**config.mk**
```make
export PLATFORM = sky130hd
export DESIGN_NAME = ght_ctrl
export DESIGN_NICKNAME = d
export VERILOG_FILES = /design/src/rtl/ght_pkg.sv /design/src/rtl/ght_ctrl.sv
export SDC_FILE = /design/constraint.sdc
export NUM_CORES = 1
export LEC_CHECK = 0
export ABC_AREA = 1
export ABC_CLOCK_PERIOD_IN_PS = 1220
export BUFFER_PORTS_ARGS = -buffer_cell sky130_fd_sc_hd__clkbuf_2
export CAP_MARGIN = 20
export CORE_AREA = 2 2 39 41
export DETAILED_ROUTE_END_ITERATION = 10
export DIE_AREA = 0 0 41 43
export GPL_ROUTABILITY_DRIVEN = 0
export GPL_TIMING_DRIVEN = 0
export PLACE_DENSITY = 0.3
export SLEW_MARGIN = 20
export SYNTH_ARGS = -nofsm -noshare
export SYNTH_HDL_FRONTEND = slang
export SYNTH_SLANG_ARGS = --single-unit
```
**constraint.sdc**
```tcl
create_clock -name clock -period 1.22 [get_ports clock]
set_input_delay 0.061 -clock clock [delete_from_list [all_inputs] [get_ports clock]]
set_output_delay 0.061 -clock clock [all_outputs]
set_load 0.005 [all_outputs]
```
**src/rtl/ght_pkg.sv**
```systemverilog
// ght_pkg: shared constants, types and command struct for the handle table
// used by ght_ctrl, ght_datapath and generational_handle_table_unit
`default_nettype none
package ght_pkg;
   localparam int SLOTS     = 64;
   localparam int SLOT_W    = $clog2(SLOTS);
   localparam int GEN_W     = 24;
   localparam int RIGHTS_W  = 8;

   localparam logic [2:0] OP_INSTALL  = 3'd0;
   localparam logic [2:0] OP_RESOLVE  = 3'd1;
   localparam logic [2:0] OP_RESTRICT = 3'd2;
   localparam logic [2:0] OP_REVOKE   = 3'd3;
   localparam logic [2:0] OP_QUERY    = 3'd4;
   localparam logic [2:0] OP_CLOSE    = 3'd5;
   localparam logic [2:0] OP_REAP     = 3'd6;

   localparam logic [2:0] KIND_TENSOR = 3'd1;
   localparam logic [2:0] KIND_ANY    = 3'd5;

   localparam logic [1:0] REG_TAG    = 2'd0;
   localparam logic [1:0] REG_MODE   = 2'd1;
   localparam logic [1:0] REG_RIGHTS = 2'd2;
   localparam logic [1:0] REG_WRITE  = 2'd3;

   typedef struct packed {
      logic [63:0]         object;
      logic [2:0]          kind;
      logic [RIGHTS_W-1:0] rights;
      logic [GEN_W-1:0]    gen;
   } row_type;

   typedef struct packed {
      logic capture;   // take the request word
      logic look;      // search flags, read the entry
      logic exec;      // evaluate, write back, load the response
   } cmd_type;
endpackage
`default_nettype wire

```
**src/rtl/ght_ctrl.sv**
```systemverilog
// ght_ctrl: sequencer for the handle table, one request at a time
// depends on ght_pkg (cmd_type)
`default_nettype none
module ght_ctrl import ght_pkg::*; (
   input  wire logic clock,
   input  wire logic reset,
   input  wire logic req_valid,
   output logic      req_stall,
   output logic      rsp_valid,
   input  wire logic rsp_stall,
   output cmd_type   cmd
);
   localparam logic [1:0] ST_IDLE = 2'd0;
   localparam logic [1:0] ST_LOOK = 2'd1;
   localparam logic [1:0] ST_EXEC = 2'd2;
   localparam logic [1:0] ST_RESP = 2'd3;

   logic [1:0] state_ff, state_in;

   always_comb begin
      state_in = state_ff;
      case (state_ff)
         ST_IDLE: if (req_valid) state_in = ST_LOOK;
         ST_LOOK: state_in = ST_EXEC;
         ST_EXEC: state_in = ST_RESP;
         ST_RESP: if (!rsp_stall) state_in = ST_IDLE;
         default: state_in = ST_IDLE;
      endcase
   end

   always_ff @(posedge clock) begin
      if (reset) state_ff <= ST_IDLE;
      else       state_ff <= state_in;
   end

   assign req_stall   = (state_ff != ST_IDLE);
   assign rsp_valid   = (state_ff == ST_RESP);
   assign cmd.capture = (state_ff == ST_IDLE) && req_valid;
   assign cmd.look    = (state_ff == ST_LOOK);
   assign cmd.exec    = (state_ff == ST_EXEC);
endmodule
`default_nettype wire

```
==> metrics.md, run 1 <==
| Metric | Value |
|---|---|
| Outcome | `completed` |
| Pleak | `0.165 nW` |
| Final hold violation count | `0` |
| FP Rows | `14` |
| Cell Count, Final, Fillers Out | `53` |
| CTS sink cnt | `2` |
| Syn Std Cell Area | `184 um2` |
| Initial Util | `13.3%` |
| Mapped Nets | `35` |
| Pwr Total | `~600 uW` |
| Clock root buffer | `clkbuf_4` |
| Main area contributors after synthesis | `ha_1, dfxtp_1, inv_1, nand2_2, nand2_1` |
| Die W | `between 40 and 50 um` |
| Layout area overhead | `46.3%` |
| Yosys reg bits | `2` |
| Core area | `between 1000 and 1500 um2` |
| Max VDD drop | `0.000579 V` |
| Dpl hpwl | `291 um` |
| Slew Viols, Final | `0` |
| CTS tree | `done` |
| Pre-CTS WS | `approximately 140 ps` |
| Routed Antenna Nets | `0` |
| DRT Pass-1 Iters | `1` |
| Vias in the first global route | `roughly 160` |
| Commonest cells after routing, fill and taps aside | `clkbuf_2, inv_1, ha_1` |
| Clk buf depth | `2` |
| CP peak stage delay | `approximately 340 ps` |
| Syn Inst Count | `26` |
| Post-CTS Hold Buffers | `0` |
| Crit path max fanout | `4` |
| First-pass GRT wire length | `552 um` |
| Setup TNS Final | `0 ps` |
| Commonest non-fill, non-tap cell in the layout | `clkbuf_2` |
| Clk_skew | `0.0244 ps` |
| Io pins | `9` |
| Most flops, register | `state_ff` |
| Fin worst setup slack | `76.2 ps` |
| Number of I/O port buffers | `8` |
| Mean post-synth cell area | `7.07 um2` |
| Yosys cell types | `8` |
| Largest net degree at the start of global routing | `5` |
| Grt total ovfl | `0` |
| FILL cells | `170` |
| DRT Wirelength | `~350 um` |
| Vias post-DR | `between 150 and 200` |
| Synth area leader | `ha_1` |
| Fmax | `a little under 900 MHz` |
| Die H | `43 um` |
| All-Layer GR Usage | `5.11%` |
| WP data required | `1160 ps` |
| Share of cells above drive strength 1 | `40.5%` |
| Pwr/cell area | `2210 nW/um2` |
| Slew @ Worst Pin | `125 ps` |
| Register area share after synthesis | `21.8%` |
| H-tree levels | `1` |
| Max Cap Viol | `0` |
| Yosys warnings | `0` |
| Top-area cell type share of the netlist area | `34.0%` |
| Initial antenna violation count | `0` |
| Dpl cells | `50` |
| Via-per-instance ratio | `3.40` |
| Per-cell routed wire length | `6.58 um` |
| CTS clk-pin slew, worst paths | `30 ps` |
| Worst Hold Class | `primary input to flip-flop` |
| Final net count | `48` |
| CP Class | `flip-flop to primary output` |
| RSZ-0062 raised after global routing | `no` |
| Crit path max-delay cell type | `dfxtp_2` |
| Crit path arrival time | `1080 ps` |
| Crit share post-route | `93.8%` |
| ANT cells | `0` |
| Crit. End Element | `primary output` |
| Post-route DRC | `0` |
| Crit-path cells | `inv_1 > ha_1 > nand2_1 > inv_1 > clkbuf_2` |
| Die Area | `1760 um2` |
| Largest register FFs | `2` |
| Critical path launch point type | `flip-flop` |
| Starting DRT DRC Count | `0` |
| Setup violations, final | `0` |
| Min Clock Period, post-route | `roughly 1100 ps` |
| Critical path's most frequent cell | `inv_1` |
| Worst-Skew Late Latency | `approximately 220 ps` |
| CTS Buf Count | `3` |
| Regs by FF count | `state_ff: 2 flops` |
| Slew headroom | `91.7%` |
==> metrics by stage <==
step	hold WS (ps)	area (um2)	util, %
final	85.2	269	19.4
after global routing	108	269	19.4
after CTS	83.5	267	19.3
after detailed placement	322	244	17.6
after global placement	313	244	17.6
after floorplan	194	184	-
==> final cells by class <==
type	count	area (um2)	share of cell area, %
multi-input combinational	17	118	43.7
inverter	7	26.3	9.77
sequential	2	42.5	15.8
timing repair buffer	8	40.0	14.9
tap	16	20.0	7.44
clock buffer	3	22.5	8.37
==> worst max-delay path: cells and delay by family, from the launching register on <==
kind | cells | cell delay (ps)
buffers and inverters | 3 | 210
AND/OR/NAND/NOR | 1 | 80
flip-flops | 1 | 340
adder cells (fa/ha/maj) | 1 | 240
==> routing by layer <==
metal | global-route usage [%] | up-vias | share of wire [%]
met2 | 5.94 | 4 | 50
met4 | 6.00 | 0 | 0
li1 | - | 98 | -
met5 | 0 | - | 0
met1 | 5.43 | 78 | 43
met3 | 3.14 | 0 | 6.9
==> worst paths after layout <==
kind / endpoint / startpoint / cells after the start / slack, ps
min: state_ff[1] / reset / 4 / 90
max: cmd[2] / state_ff[0] / 5 / 80
min reg2reg: state_ff[0] / state_ff[0] / 2 / 510
max reg2reg: state_ff[0] / state_ff[0] / 6 / 180
==> where the power goes <==
group | switching [mW] | total [mW] | internal, mW
sequential | 0.0315 | 0.135 | 0.103
clock | 0.0356 | 0.144 | 0.108
combinational | 0.172 | 0.317 | 0.145
total | 0.239 | 0.595 | 0.356
==> synth_stat cells, drive strengths merged <==
cell type  instances
nand2              5
inv                7
nand3              2
nor2               3
dfxtp              2
ha                 5
a21oi              2
==> cell families (layout without fill, tap and decap cells) <==
logic type / count (synthesis) / count (layout) / share of synthesized area [%]
and+or+nand+nor: 10 / 10 / 24.5
buffers and inverters: 7 / 18 / 14.3
adders and majority gates: 5 / 5 / 34.0
AOI/OAI and AO/OA: 2 / 2 / 5.44
DFF: 2 / 2 / 21.8
==> timing repair <==
| action | CTS | global route |
|---|---|---|
| resized for setup | 0 | 2 |
| buffers inserted | 0 | 0 |
| endpoints found under the setup margin | 0 | 1 |
No activity file was read; power rests on OpenSTA's default activity.
==> run 2: changes to the inputs <==
--- a/config.mk
+++ b/config.mk
@@ -8,13 +8,13 @@
 export ABC_AREA = 1
 export ABC_CLOCK_PERIOD_IN_PS = 1220
 export BUFFER_PORTS_ARGS = -buffer_cell sky130_fd_sc_hd__clkbuf_2
-export CAP_MARGIN = 20
 export CORE_AREA = 2 2 39 41
 export DETAILED_ROUTE_END_ITERATION = 10
 export DIE_AREA = 0 0 41 43
 export GPL_ROUTABILITY_DRIVEN = 0
 export GPL_TIMING_DRIVEN = 0
 export PLACE_DENSITY = 0.3
+export SETUP_SLACK_MARGIN = 0.15
 export SLEW_MARGIN = 20
 export SYNTH_ARGS = -nofsm -noshare
 export SYNTH_HDL_FRONTEND = slang
==> run 2 against run 1 <==
  * Worst setup slack better by 120 ps
  * Die area stayed put
  * Register-to-register slack better by 40 ps
  * Core utilization is 1.8 points higher
  * Cell count stayed put
  * Critical path depth stayed put
  * Flip-flop and latch count stayed put
  * First-iteration DRC count is 3 higher
  * Power is 13% higher
  * Worst hold slack worse by 5.7 ps
  * Via count is 2.8% higher
  * Largest cell class unchanged
==> metrics.md, run 2 (synthesis gave the netlist of run 1 again) <==
| Metric | Value |
|---|---|
| ANT cells | `0` |
| Vias in the first global route | `~150` |
| Dpl cells | `50` |
| Starting DRT DRC Count | `3` |
| Crit path max fanout | `4` |
| Worst-Skew Late Latency | `220 ps` |
| Per-cell routed wire length | `around 6.6 um` |
| Crit path max-delay cell type | `dfxtp_4` |
| Largest register FFs | `2` |
| Vias post-DR | `185` |
| Pre-CTS WS | `between 100 and 150 ps` |
| Commonest cells after routing, fill and taps aside | `clkbuf_2, inv_1, ha_1` |
| Routed Antenna Nets | `0` |
| Pwr/cell area | `2290 nW/um2` |
| Share of cells above drive strength 1 | `51.4%` |
| Core area | `1380 um2` |
| Crit path arrival time | `970 ps` |
| Pleak | `between 0.15 and 0.2 nW` |
| Setup TNS Final | `0 ps` |
| Slew @ Worst Pin | `113 ps` |
| Dpl hpwl | `291 um` |
| Layout area overhead | `59.9%` |
| Fin worst setup slack | `194 ps` |
| CTS sink cnt | `2` |
| Die H | `43 um` |
| All-Layer GR Usage | `5.31%` |
| Met3 Resource Use GR | `under 10%` |
| Largest net degree at the start of global routing | `5` |
| Crit-path cells | `inv_4 > ha_4 > nand2_2 > inv_1 > clkbuf_2` |
| Initial Util | `13.3%` |
| Routing usage on met1 | `6.07%` |
| DRT Wirelength | `350 um` |
| Crit. End Element | `primary output` |
| Final hold violation count | `0` |
| H-tree levels | `1` |
| Crit share post-route | `a little over four fifths` |
| FP Rows | `14` |
| Grt total ovfl | `0` |
| CP peak stage delay | `350 ps` |
| Initial antenna violation count | `0` |
| Hold path depth | `4` |
| Critical path launch point type | `flip-flop` |
| Number of I/O port buffers | `8` |
| Worst Hold Class | `primary input to flip-flop` |
| Global routing's busiest layer | `met1` |
| Die Area | `1760 um2` |
| Cell Count, Final, Fillers Out | `53` |
| RSZ-0062 raised after global routing | `yes` |
| CTS tree | `done` |
| Via-per-instance ratio | `3.49` |
| Slew Viols, Final | `0` |
| WP data required | `1160 ps` |
| Io pins | `9` |
| Die W | `41 um` |
| CP Class | `flip-flop to primary output` |
| R2R depth | `6` |
| Most flops, register | `state_ff` |
| Setup violations, final | `0` |
| Min Clock Period, post-route | `1030 ps` |
| Max VDD drop | `between 0.0005 and 0.0006 V` |
| Slew headroom | `between 90 and 100%` |
| Commonest non-fill, non-tap cell in the layout | `clkbuf_2` |
| CTS Buf Count | `3` |
| Max Cap Viol | `0` |
| CTS clk-pin slew, worst paths | `roughly 30 ps` |
| Clk buf depth | `2` |
| Final core occ | `21.2%` |
| Clk_skew | `0.0734 ps` |
| DRT Pass-1 Iters | `4` |
| First-pass GRT wire length | `about 580 um` |
| Regs by FF count | `state_ff: 2 flops` |
| Outcome | `completed` |
| Setup bufs post-CTS | `0` |
| Met2 usage | `5.94%` |
| Fmax | `974 MHz` |
| Clock root buffer | `clkbuf_4` |
| Final net count | `48` |
| Post-route DRC | `0` |
[run 2: cell types whose count changed in the layout (fill, tap and decap cells not counted)]
| cell | change |
|---|---|
| dfxtp_2 | -2 |
| dfxtp_4 | +2 |
| ha_1 | -1 |
| ha_4 | +1 |
| inv_1 | -2 |
| inv_4 | +2 |
| nand2_1 | -1 |
| nand2_2 | +1 |
[run 2: per-stage QoR]
stage,hold slack [ps],total power [mW],cell area [um2]
finish,79.5,0.674,294
global route,107,0.759,294
CTS,74.6,0.672,287
detailed placement,322,0.452,244
global placement,313,0.449,244
floorplan,194,0.343,184
[run 2: layout make-up]
class                      count  area (um2)
fill                         167        1090
clock buffer                   3        22.5
inverter                       7        31.3
tap                           16        20.0
timing repair buffer           8        40.0
multi-input combinational     17         133
sequential                     2        47.5
[run 2: path summary, 6_finish.rpt]
check | from | endpoint | slack [ps]
worst max-delay path | state_ff[0] | cmd[2] | 190
worst min-delay path | reset | state_ff[1] | 80
worst max register to register | state_ff[0] | state_ff[0] | 220
worst min register to register | state_ff[0] | state_ff[0] | 530
[run 2: critical path, delay by kind of cell, from the launching register on]
kind / cells / cell delay, ps
DFF: 1 / 350
and+or+nand+nor: 1 / 40
adders and majority gates: 1 / 140
buffers and inverters: 3 / 210
[run 2: where the power goes]
group	internal [mW]	switching, mW
Combinational	0.181	0.189
Sequential	0.114	0.0457
Clock	0.108	0.0359
Total	0.404	0.271
[run 2: routing by layer]
layer,part of all wire [%],wire [um],vias to the layer above
li1,-,-,100
met1,41,144,81
met2,52,181,4
met3,6.9,24,0
met4,0,0,0
met5,0,0,-
[run 2: what timing repair did]
action	in CTS	in global routing
hold buffers	0	0
endpoints found under the hold margin	0	0
setup endpoints to repair	6	2
resized for setup	8	3
pin swaps	1	2
